### src/hw/rtl/ccbr_pkg.sv
// Shared types and constants of the center-crop bilinear resize unit.
`default_nettype none
package ccbr_pkg;

   localparam int DEF_MAX_WIDTH  = 512;
   localparam int DEF_MAX_HEIGHT = 512;
   localparam int DEF_OUT_SIZE   = 160;

   localparam int DIM_W   = 10;
   localparam int COORD_W = 9;
   localparam int PIX_W   = 8;
   localparam int RES_W   = 16;
   localparam int BIAS    = 32640;

   localparam logic FUNC_LOAD   = 1'b0;
   localparam logic FUNC_SAMPLE = 1'b1;

   localparam logic REG_FRAME_WIDTH  = 1'b0;
   localparam logic REG_FRAME_HEIGHT = 1'b1;

   // neighbor order of the four frame reads: bit 1 picks the row, bit 0 the column
   localparam logic [1:0] NBR_TL = 2'd0;
   localparam logic [1:0] NBR_TR = 2'd1;
   localparam logic [1:0] NBR_BL = 2'd2;
   localparam logic [1:0] NBR_BR = 2'd3;

   typedef struct packed {
      logic       accept;
      logic       map;
      logic       divide;
      logic       frac;
      logic       weigh;
      logic       rd_en;
      logic [1:0] rd_sel;
      logic       norm;
      logic       load_out;
   } dp_cmd_type;

   typedef struct packed {
      logic bad;
   } dp_stat_type;

endpackage
`default_nettype wire

### src/hw/rtl/ccbr_ctrl.sv
// Sequencer of the resize unit: handshakes and datapath commands.
`default_nettype none
module ccbr_ctrl (
   input  wire logic                 clock,
   input  wire logic                 reset,
   input  wire logic                 req_valid,
   input  wire logic                 req_func,
   output logic                      req_ready,
   output logic                      rsp_valid,
   input  wire logic                 rsp_ready,
   input  wire ccbr_pkg::dp_stat_type stat,
   output ccbr_pkg::dp_cmd_type      cmd
);
   import ccbr_pkg::*;

   typedef enum logic [12:0] {
      S_IDLE = 13'b0000000000001,
      S_MAP  = 13'b0000000000010,
      S_DIV  = 13'b0000000000100,
      S_FRC  = 13'b0000000001000,
      S_WGT  = 13'b0000000010000,
      S_RD0  = 13'b0000000100000,
      S_RD1  = 13'b0000001000000,
      S_RD2  = 13'b0000010000000,
      S_RD3  = 13'b0000100000000,
      S_DR1  = 13'b0001000000000,
      S_DR2  = 13'b0010000000000,
      S_NORM = 13'b0100000000000,
      S_FIN  = 13'b1000000000000
   } state_type;

   state_type state_ff, state_in;
   logic      rsp_valid_ff, rsp_valid_in;
   logic      accept, out_free;

   assign req_ready = (state_ff == S_IDLE);
   assign accept    = req_valid && req_ready;
   assign out_free  = !rsp_valid_ff || rsp_ready;
   assign rsp_valid = rsp_valid_ff;

   always_comb begin
      state_in = state_ff;
      unique case (state_ff)
         S_IDLE: begin
            if (accept && req_func == FUNC_SAMPLE) begin
               state_in = stat.bad ? S_FIN : S_MAP;
            end
         end
         S_MAP:  state_in = S_DIV;
         S_DIV:  state_in = S_FRC;
         S_FRC:  state_in = S_WGT;
         S_WGT:  state_in = S_RD0;
         S_RD0:  state_in = S_RD1;
         S_RD1:  state_in = S_RD2;
         S_RD2:  state_in = S_RD3;
         S_RD3:  state_in = S_DR1;
         S_DR1:  state_in = S_DR2;
         S_DR2:  state_in = S_NORM;
         S_NORM: state_in = S_FIN;
         S_FIN: begin
            if (out_free) begin
               state_in = S_IDLE;
            end
         end
         default: state_in = S_IDLE;
      endcase
   end

   always_comb begin
      cmd          = '0;
      cmd.accept   = accept;
      cmd.map      = (state_ff == S_MAP);
      cmd.divide   = (state_ff == S_DIV);
      cmd.frac     = (state_ff == S_FRC);
      cmd.weigh    = (state_ff == S_WGT);
      cmd.rd_en    = (state_ff == S_RD0) || (state_ff == S_RD1) ||
                     (state_ff == S_RD2) || (state_ff == S_RD3);
      cmd.norm     = (state_ff == S_NORM);
      cmd.load_out = (state_ff == S_FIN) && out_free;
      priority if (state_ff == S_RD1) begin
         cmd.rd_sel = NBR_TR;
      end else if (state_ff == S_RD2) begin
         cmd.rd_sel = NBR_BL;
      end else if (state_ff == S_RD3) begin
         cmd.rd_sel = NBR_BR;
      end else begin
         cmd.rd_sel = NBR_TL;
      end
   end

   always_comb begin
      if (cmd.load_out) begin
         rsp_valid_in = 1'b1;
      end else if (rsp_ready) begin
         rsp_valid_in = 1'b0;
      end else begin
         rsp_valid_in = rsp_valid_ff;
      end
   end

   always_ff @(posedge clock) begin
      if (reset) begin
         state_ff     <= S_IDLE;
         rsp_valid_ff <= 1'b0;
      end else begin
         state_ff     <= state_in;
         rsp_valid_ff <= rsp_valid_in;
      end
   end

   // a new result never overwrites one still waiting
   a_no_overwrite: assert property (@(posedge clock) disable iff (reset)
      cmd.load_out |-> (!rsp_valid_ff || rsp_ready))
      else $error("result register overwritten");

   // frame reads never share the port cycle with a load write
   a_port_free: assert property (@(posedge clock) disable iff (reset)
      cmd.rd_en |-> !req_ready)
      else $error("frame read while items are accepted");

   a_fin_emits: assert property (@(posedge clock) disable iff (reset)
      ((state_ff == S_FIN) && out_free) |=> (rsp_valid_ff && state_ff == S_IDLE))
      else $error("finished item not presented");

endmodule
`default_nettype wire

### config.mk
export PLATFORM = sky130hd
export DESIGN_NAME = ccbr_ctrl
export DESIGN_NICKNAME = d
export VERILOG_FILES = /design/src/hw/rtl/ccbr_pkg.sv /design/src/hw/rtl/ccbr_ctrl.sv
export SDC_FILE = /design/constraint.sdc
export NUM_CORES = 1
export LEC_CHECK = 0
export ABC_AREA = 1
export BUFFER_PORTS_ARGS = -buffer_cell sky130_fd_sc_hd__buf_2
export CAP_MARGIN = 0
export CORE_MARGIN = 10
export CORE_UTILIZATION = 40
export DETAILED_ROUTE_END_ITERATION = 10
export PLACE_DENSITY = 0.68
export SYNTH_ARGS = -nofsm -noshare
export SYNTH_HDL_FRONTEND = slang
export SYNTH_SLANG_ARGS = --single-unit
export TNS_END_PERCENT = 1
### constraint.sdc
create_clock -name clock -period 3.9 [get_ports clock]
set_input_delay 0.39 -clock clock [delete_from_list [all_inputs] [get_ports clock]]
set_output_delay 0.39 -clock clock [all_outputs]
set_load 0.02 [all_outputs]
=== Word-level counts from Yosys, hierarchy flattened ===
Index checks and enable logic that the tools add are counted.

* Output and inout bits: 12
* Bits in latches: 0
* Bits in registers: 14
* Memories kept: 0
* ROM bits: 0
* Bits in writable memories: 0
* Input port bits: 6

* Eq/ne operators: 15
* $lt $le $gt $ge: 0
* Multipliers: 0
* Bitwise operators: 0
* Add/sub/neg operators: 0
* Reductions and logical operators: 10
* Shift-type cells: 0
* Divide/modulo/power cells: 0
* Multiplexer cells: 9

{| class="wikitable"
|+ Operator list
! cell !! number
|-
| case mux 13 bit (13 select lines) || 1
|-
| two-way mux 13 bit || 3
|-
| == test 13 x 1 -> 1 bit (second input constant) || 1
|-
| == test 13 x 10 -> 1 bit (second input constant) || 1
|-
| == test 13 x 11 -> 1 bit (second input constant) || 1
|-
| == test 13 x 12 -> 1 bit (second input constant) || 1
|-
| == test 13 bit (second input constant) || 1
|-
| == test 13 x 2 -> 1 bit (second input constant) || 1
|-
| == test 13 x 3 -> 1 bit (second input constant) || 1
|-
| == test 13 x 4 -> 1 bit (second input constant) || 1
|-
| == test 13 x 5 -> 1 bit (second input constant) || 1
|-
| == test 13 x 6 -> 1 bit (second input constant) || 1
|-
| == test 13 x 7 -> 1 bit (second input constant) || 1
|-
| == test 13 x 8 -> 1 bit (second input constant) || 1
|-
| == test 13 x 9 -> 1 bit (second input constant) || 1
|-
| two-way mux 2 bit || 3
|-
| logical OR 1 bit || 4
|-
| logical AND 1 bit || 3
|-
| two-way mux 1 bit || 2
|-
| != test 2 x 1 -> 1 bit (second input constant) || 1
|-
| != test 2 bit (second input constant) || 1
|-
| AND reduction 2 bit || 1
|-
| nonzero test 2 bit || 1
|-
| logical NOT 1 bit || 1
|}

=== Longest topological paths before layout ===
Gate-level depths: netlist (run 1).

* Depth in word-level cells: 5
* Mapped depth: 9

=== Worst setup path after synthesis (run 1) ===
Ideal clock, no wire load.

* Path kind: flip-flop to output port
* From: reg state_ff[5]
* To: out cmd[4] (netlist bit)
* Path buffers: 0
* Slack: 2.296 ns
* Arrival: 1.214 ns
* Required time: 3.510 ns
* Cell stages (with the launch flop): 8
* Cell sequence: dfxtp_1 > nor2_2 > nand2_4 > nor2_8 > nand2_1 > nand2_1 > nor2_1 > inv_1

{| class="wikitable"
|+ RTL lines
! item !! line !! text
|-
| start, declared || ccbr_ctrl.sv:32 || <nowiki>state_type state_ff, state_in;</nowiki>
|-
| start signal, assigned || ccbr_ctrl.sv:106 || <nowiki>state_ff <= state_in;</nowiki>
|-
| end, declared || ccbr_ctrl.sv:12 || <nowiki>output ccbr_pkg::dp_cmd_type cmd</nowiki>
|}

==> run metrics, run 1 <==
proportion of power drawn by the clock network 0.210; Overflow after GRT 0; dpl ws 2.26 ns; path type of the worst min-delay path input pin to flip-flop; data arrival time of the worst path 1.58 ns; Antenna Violating Nets Remaining 0; mapped cell area 931 sq um; post-route minimum period 1.97 ns; number of warning messages in the yosys log 0; All-Layer GR Usage 0.0969; Site Rows 17; total wire length after detailed routing 2050 um; synth unique cells 22; final non-filler cell total 189; relative contribution of sequential cells to total power 0.329; wire length of the first global-routing pass 3490 um; clock latency of the later-clocked register in the worst-skew pair 0.28 ns; critical-path cell list nor2_2 -> nand3_2 -> nor2_2 -> nand2_1 -> nand2_1 -> nor2_1 -> inv_1 -> buf_2; largest clock skew in the final design 0.00947 ns; number of DRC violations after detailed-routing iteration 0 77; area share of the leading cell type in the synthesized netlist 0.301; commonest cells after routing, fill and taps aside sky130_fd_sc_hd__inv_1, sky130_fd_sc_hd__nand2_1, sky130_fd_sc_hd__nor2_1; buffers plus inverters on the worst setup path 2; Total Neg Setup Slack 0 ns; vias post-DR 873; die width 68.2 um; standby leakage power 0.665 nW; sort of element at the end of the critical path output port; Multi-input gate area 480 sq um; Placer Congestion 0.836; Final Max Tran Viols 0; Final Hold Viols 0; final routed wire length divided by cell count 10.8 um; Resized Gates After CTS 0; max frequency 0.507 GHz; Final #Nets 168; Max transition margin 0.728; cells taking the most area after synthesis sky130_fd_sc_hd__dfxtp_1, sky130_fd_sc_hd__inv_1, sky130_fd_sc_hd__nand2_1, sky130_fd_sc_hd__nor2_1, sky130_fd_sc_hd__nand3_2; Max Cap Violations 0; quantity of hold-fixing buffers added after cts 0; Post-route DRC 0; IR drop worst, VDD 0.219 mV; net count after synthesis 150; Post-Syn Area per Cell 6.46 sq um; Starting Density 0.421; TritonCTS clock tree done; library cell occupying the most area in the post-synthesis netlist sky130_fd_sc_hd__dfxtp_1; total die area 4660 sq um; setup-violating endpoint count in the final report 0; depth of the CTS H-tree 1; clock-pin slew reported for the worst setup and hold paths after clock tree synthesis 0.09 ns; setup ws final 1.93 ns; largest net degree at the start of global routing 13; delay-heaviest family, CP simple AND/OR/NAND/NOR gates; number of CTS-inserted buffers 3; Die H 68.2 um; crit path launch type flip-flop; final-layout fill cell count 238; combinational group share of total power 0.461; vias in the first global route 824; fraction of the cycle the final worst path needs 0.506; power spent charging and discharging nets 219 uW; sequential cell area fraction in the yosys report 0.301; slowest cell delay on critical path 0.34 ns; run status finished clean; data required time of the worst path 3.51 ns; drt first pass iters 5; growth of design area from synthesis to finish 13.4%; HPWL after detailed placement 1640 um; dpl cells 185; Mapped Cells 144; switching fraction of total power 0.437; number of diodes added for antenna fixing 0; crit path max fanout 5; IO Count 18; actual transition at the worst max-transition pin 0.408 ns; leading cell type in the layout, fill and taps excluded sky130_fd_sc_hd__inv_1; number of antenna violations at the first check in global routing 0; total power draw 500 uW; RSZ-0062 raised after global routing false; setup fix buffers added after clock tree synthesis 0; power per cell area 474 nW/um^2; core occupancy in the finished layout 0.477; Clock Path Buffers 2; master cell of the clock root buffer sky130_fd_sc_hd__clkbuf_4; number of sinks on the clock net 14; total of buffers placed on input and output ports 17; proportion of layout cells with a drive suffix above 1 0.261; cell with the largest stage delay on the worst path sky130_fd_sc_hd__dfxtp_1; number of synthesized register bits 14; area taken by flip-flops and latches 280 sq um; class of the most critical setup path flip-flop to output port; average vias per placed instance 4.62; core footprint 2210 sq um; internal power 282 uW
worst paths after layout:
path	startpoint	endpoint	slack, ns	cells after the start
hold reg to reg	state_ff[9]$_SDFFE_PP0P_	state_ff[9]$_SDFFE_PP0P_	0.59	3
hold / removal	stat	state_ff[1]$_SDFFE_PP0P_	0.27	2
setup / recovery	state_ff[8]$_SDFFE_PP0P_	cmd[4]	1.93	8
setup reg to reg	state_ff[8]$_SDFFE_PP0P_	state_ff[0]$_SDFFE_PP1P_	2.47	8
layout make-up:
type | count | area share
Clock buffer | 4 | 0.0344
Timing Repair Buffer | 17 | 0.0806
Multi-Input combinational cell | 89 | 0.455
Sequential cell | 14 | 0.265
Inverter | 37 | 0.132
Tap cell | 28 | 0.0332
cells in the mapped netlist:
library cell,count
sky130_fd_sc_hd__nand3_1,8
sky130_fd_sc_hd__a31oi_1,1
sky130_fd_sc_hd__buf_6,1
sky130_fd_sc_hd__buf_2,1
sky130_fd_sc_hd__nor2_2,6
sky130_fd_sc_hd__nand2_4,1
sky130_fd_sc_hd__nor2_1,20
sky130_fd_sc_hd__dfxtp_1,14
sky130_fd_sc_hd__nor3_1,3
sky130_fd_sc_hd__nand3_2,5
sky130_fd_sc_hd__nor2_4,1
sky130_fd_sc_hd__nand4_2,1
sky130_fd_sc_hd__nand3b_1,1
sky130_fd_sc_hd__nand4_1,7
sky130_fd_sc_hd__nor4_1,1
sky130_fd_sc_hd__nor3_4,1
sky130_fd_sc_hd__inv_1,35
sky130_fd_sc_hd__inv_2,2
sky130_fd_sc_hd__nand2_1,29
sky130_fd_sc_hd__nor2_8,1
sky130_fd_sc_hd__buf_4,2
sky130_fd_sc_hd__nand2_2,3
power by group through the flow:
stage / sequential (mW) / combinational [mW] / clock, mW
6_report: 0.165 / 0.230 / 0.105
5_1_grt: 0.166 / 0.258 / 0.116
4_1_cts: 0.165 / 0.232 / 0.108
3_5_place_dp: 0.168 / 0.231 / 0
3_3_place_gp: 0.167 / 0.229 / 0
2_1_floorplan: 0.167 / 0.198 / 0
cell families (layout without fill, tap and decap cells):
group | after synthesis | count (layout) | share of synthesized area
flip-flops | 14 | 14 | 0.301
AND/OR/NAND/NOR | 88 | 88 | 0.509
buffers and inverters | 41 | 58 | 0.183
AO/OA/AOI/OAI | 1 | 1 | 0.00672
registers in the layout (all words and copies together), names as in the netlist:
signal	count
rsp_valid	1
state_ff	13
routing by layer:
| layer | wire length [um] | global-route usage | share of wire | vias up |
|---|---|---|---|---|
| met1 | 1040 | 0.125 | 0.51 | 387 |
| met4 | 16 | 0.0578 | 0.0078 | 0 |
| met2 | 904 | 0.141 | 0.44 | 17 |
| met3 | 85 | 0.0261 | 0.042 | 2 |
| li1 | - | - | - | 467 |
| met5 | 0 | 0 | 0 | - |
per-stage QoR:
step | area (sq um) | hold WS [ns]
5_1_grt | 1060 | 0.282
6_report | 1060 | 0.273
3_5_place_dp | 1020 | 0.572
2_1_floorplan | 931 | 0.462
4_1_cts | 1060 | 0.269
3_3_place_gp | 1020 | 0.574
No activity file was read; power rests on OpenSTA's default activity.
==> run 2: changes to the inputs <==
- PLACE_DENSITY: 0.68 -> 0.7
- clock period: 3.9 -> 1.73 ns (I/O delays scaled with it)
==> run 2 against run 1 <==
Net effect:
- hold slack worse by 0.21 ns
- sequential cell count stayed put
- die area stayed put
- critical path type unchanged
- non-clock buffer count is 5 higher
- sequential share of layout area is 1.4 points lower
- wire length is 8.0% higher
==> run metrics, run 2 (synthesis results as in run 1) <==
crit path launch type flip-flop (unchanged); drt first pass iters 4 (was 5); number of flip-flops in the largest register 13 (unchanged); final routed wire length divided by cell count 11.5 um (was 10.8 um); worst hold-check slack 0.0631 ns (was 0.273 ns); Post-route DRC 0 (unchanged); path type of the worst min-delay path input pin to flip-flop (unchanged); quantity of hold-fixing buffers added after cts 0 (unchanged); Antenna Violating Nets Remaining 0 (unchanged); average vias per placed instance 4.85 (was 4.62); Die H 68.2 um (unchanged); run status finished clean (unchanged); Overflow after GRT 0 (unchanged); Layout Cell Area excl Fill 1120 sq um (was 1060 sq um); IO Count 18 (unchanged); power per cell area 1040 nW/um^2 (was 474 nW/um^2); clock-pin slew reported for the worst setup and hold paths after clock tree synthesis 0.08 ns (was 0.09 ns); start point of the worst hold path stat (unchanged); class of the most critical setup path flip-flop to output port (unchanged); total die area 4660 sq um (unchanged); fraction of the cycle the final worst path needs 0.992; clock latency of the later-clocked register in the worst-skew pair 0.28 ns (about the same); Starting Density 0.421 (unchanged); growth of design area from synthesis to finish 20.4% (was 13.4%); final non-filler cell total 193 (was 189); post-route minimum period 1.72 ns; met2 WL post-DR 1110 um (was 904 um); number of sinks on the clock net 14 (unchanged); Max transition margin 0.716 (was 0.728); die width 68.2 um (unchanged); setup-violating endpoint count in the final report 0 (unchanged); Worst R2R Start state_ff[9]$_SDFFE_PP0P_ (was state_ff[8]$_SDFFE_PP0P_); Placer Congestion 0.782 (was 0.836); setup ws final 0.0131 ns (was 1.93 ns); proportion of layout cells with a drive suffix above 1 0.303 (was 0.261); power spent charging and discharging nets 514 uW (was 219 uW); TritonCTS clock tree done (unchanged); leading cell type in the layout, fill and taps excluded sky130_fd_sc_hd__inv_1 (unchanged); total of buffers placed on input and output ports 17 (unchanged); Min-Delay Endpoint state_ff[1]$_SDFFE_PP0P_ (unchanged); All-Layer GR Usage 0.0961 (was 0.0969); vias in the first global route 847 (was 824); routed length on met3 123 um (was 85 um); DRT met1 WL 938 um (was 1040 um); Total Neg Setup Slack 0 ns (unchanged); proportion of power drawn by the clock network 0.159 (was 0.210); depth of the CTS H-tree 1 (unchanged); top register by number of flip-flops state_ff (unchanged); total wire length after detailed routing 2210 um (was 2050 um); core occupancy in the finished layout 0.507 (was 0.477); Final Max Tran Viols 0 (unchanged); data required time of the worst path 1.56 ns (was 3.51 ns); dpl cells 185 (unchanged); cell depth of the worst hold path 2 (unchanged); Clock Path Buffers 2 (unchanged); switching fraction of total power 0.439 (was 0.437); largest net degree at the start of global routing 13 (unchanged); internal power 656 uW (was 282 uW); master cell of the clock root buffer sky130_fd_sc_hd__clkbuf_4 (unchanged); number of DRC violations after detailed-routing iteration 0 32 (was 77); highest metal layer with signal wires met4 (unchanged); worst-case register-to-register setup slack 0.25 ns (was 2.47 ns); commonest cells after routing, fill and taps aside sky130_fd_sc_hd__inv_1, sky130_fd_sc_hd__nand2_1, sky130_fd_sc_hd__nor2_1 (unchanged); Max Cap Violations 0 (unchanged); core footprint 2210 sq um (unchanged); number of antenna violations at the first check in global routing 0 (unchanged); data arrival time of the worst path 1.54 ns (was 1.58 ns); sort of element at the end of the critical path output port (unchanged); number of CTS-inserted buffers 3 (unchanged); combinational group share of total power 0.524 (was 0.461); Site Rows 17 (unchanged); number of diodes added for antenna fixing 0 (unchanged); dpl ws 0.281 ns (was 2.26 ns); FF-to-FF End state_ff[0]$_SDFFE_PP1P_ (unchanged); largest clock skew in the final design 0.00150 ns (was 0.00947 ns); standby leakage power 0.689 nW (was 0.665 nW); HPWL after detailed placement 1650 um (was 1640 um); total power draw 1.17 mW (was 500 uW); IR drop worst, VDD 0.513 mV (was 0.219 mV); RSZ-0062 raised after global routing true (was false); Final #Nets 173 (was 168); max frequency 0.582 GHz; Final Hold Viols 0 (unchanged); vias post-DR 936 (was 873); Post-Place Cell Area 1020 sq um (unchanged); actual transition at the worst max-transition pin 0.425 ns (was 0.408 ns); Worst Reg2Reg Path Length in Cells 9 (was 8); wire length of the first global-routing pass 3440 um (was 3490 um); relative contribution of sequential cells to total power 0.317 (was 0.329); crit path max fanout 7 (was 5)
[run 2: repair_timing]
item / CTS / global route
gates resized for setup: 2 / 10
endpoints found under the hold margin: 0 / 0
endpoints found under the setup margin: 1 / 8
buffers inserted: 0 / 5
pin swaps: 0 / 5
[run 2: how the worst max path moves through the flow]
stage / start / endpoint / slack [ns] / cells after the start
global placement: state_ff[8]$_SDFFE_PP0P_ / cmd[4] / 0.33 / 8
floorplan: state_ff[5]$_SDFFE_PP0P_ / cmd[4] / 0.34 / 7
CTS: state_ff[10]$_SDFFE_PP0P_ / cmd[4] / 0.02 / 8
finish: state_ff[2]$_SDFFE_PP0P_ / cmd[4] / 0.01 / 8
detailed placement: state_ff[8]$_SDFFE_PP0P_ / cmd[4] / 0.28 / 8
global route: state_ff[0]$_SDFFE_PP1P_ / cmd[6] / -0.09 / 6
[run 2: power by group through the flow]
| stage | Sequential (mW) | Clock, mW | Combinational (mW) |
|---|---|---|---|
| global placement | 0.377 | 0 | 0.515 |
| global route | 0.374 | 0.205 | 0.684 |
| CTS | 0.370 | 0.188 | 0.533 |
| finish | 0.371 | 0.186 | 0.613 |
| floorplan | 0.376 | 0 | 0.446 |
| detailed placement | 0.377 | 0 | 0.522 |
[run 2: critical path, stage by stage, from the launching register on]
cell	delay [ns]
sky130_fd_sc_hd__dfxtp_1	0.35
sky130_fd_sc_hd__nor2_2	0.19
sky130_fd_sc_hd__nand2_4	0.11
sky130_fd_sc_hd__nor2_8	0.18
sky130_fd_sc_hd__nand2_1	0.09
sky130_fd_sc_hd__nand2_1	0.09
sky130_fd_sc_hd__nor2_1	0.06
sky130_fd_sc_hd__inv_1	0.04
sky130_fd_sc_hd__buf_2	0.15
[run 2: metal layers]
layer | vias up | track usage
met1 | 431 | 0.109
met2 | 22 | 0.156
met5 | - | 0
met4 | 0 | 0.0603
li1 | 479 | -
met3 | 4 | 0.0261
[run 2: area by class of cell]
type                            count  area [sq um]
Fill cell                         238          1090
Multi-Input combinational cell     89           513
Sequential cell                    14           282
Inverter                           37           139
Timing Repair Buffer               22           130
Tap cell                           28          35.0
Clock buffer                        3          22.5
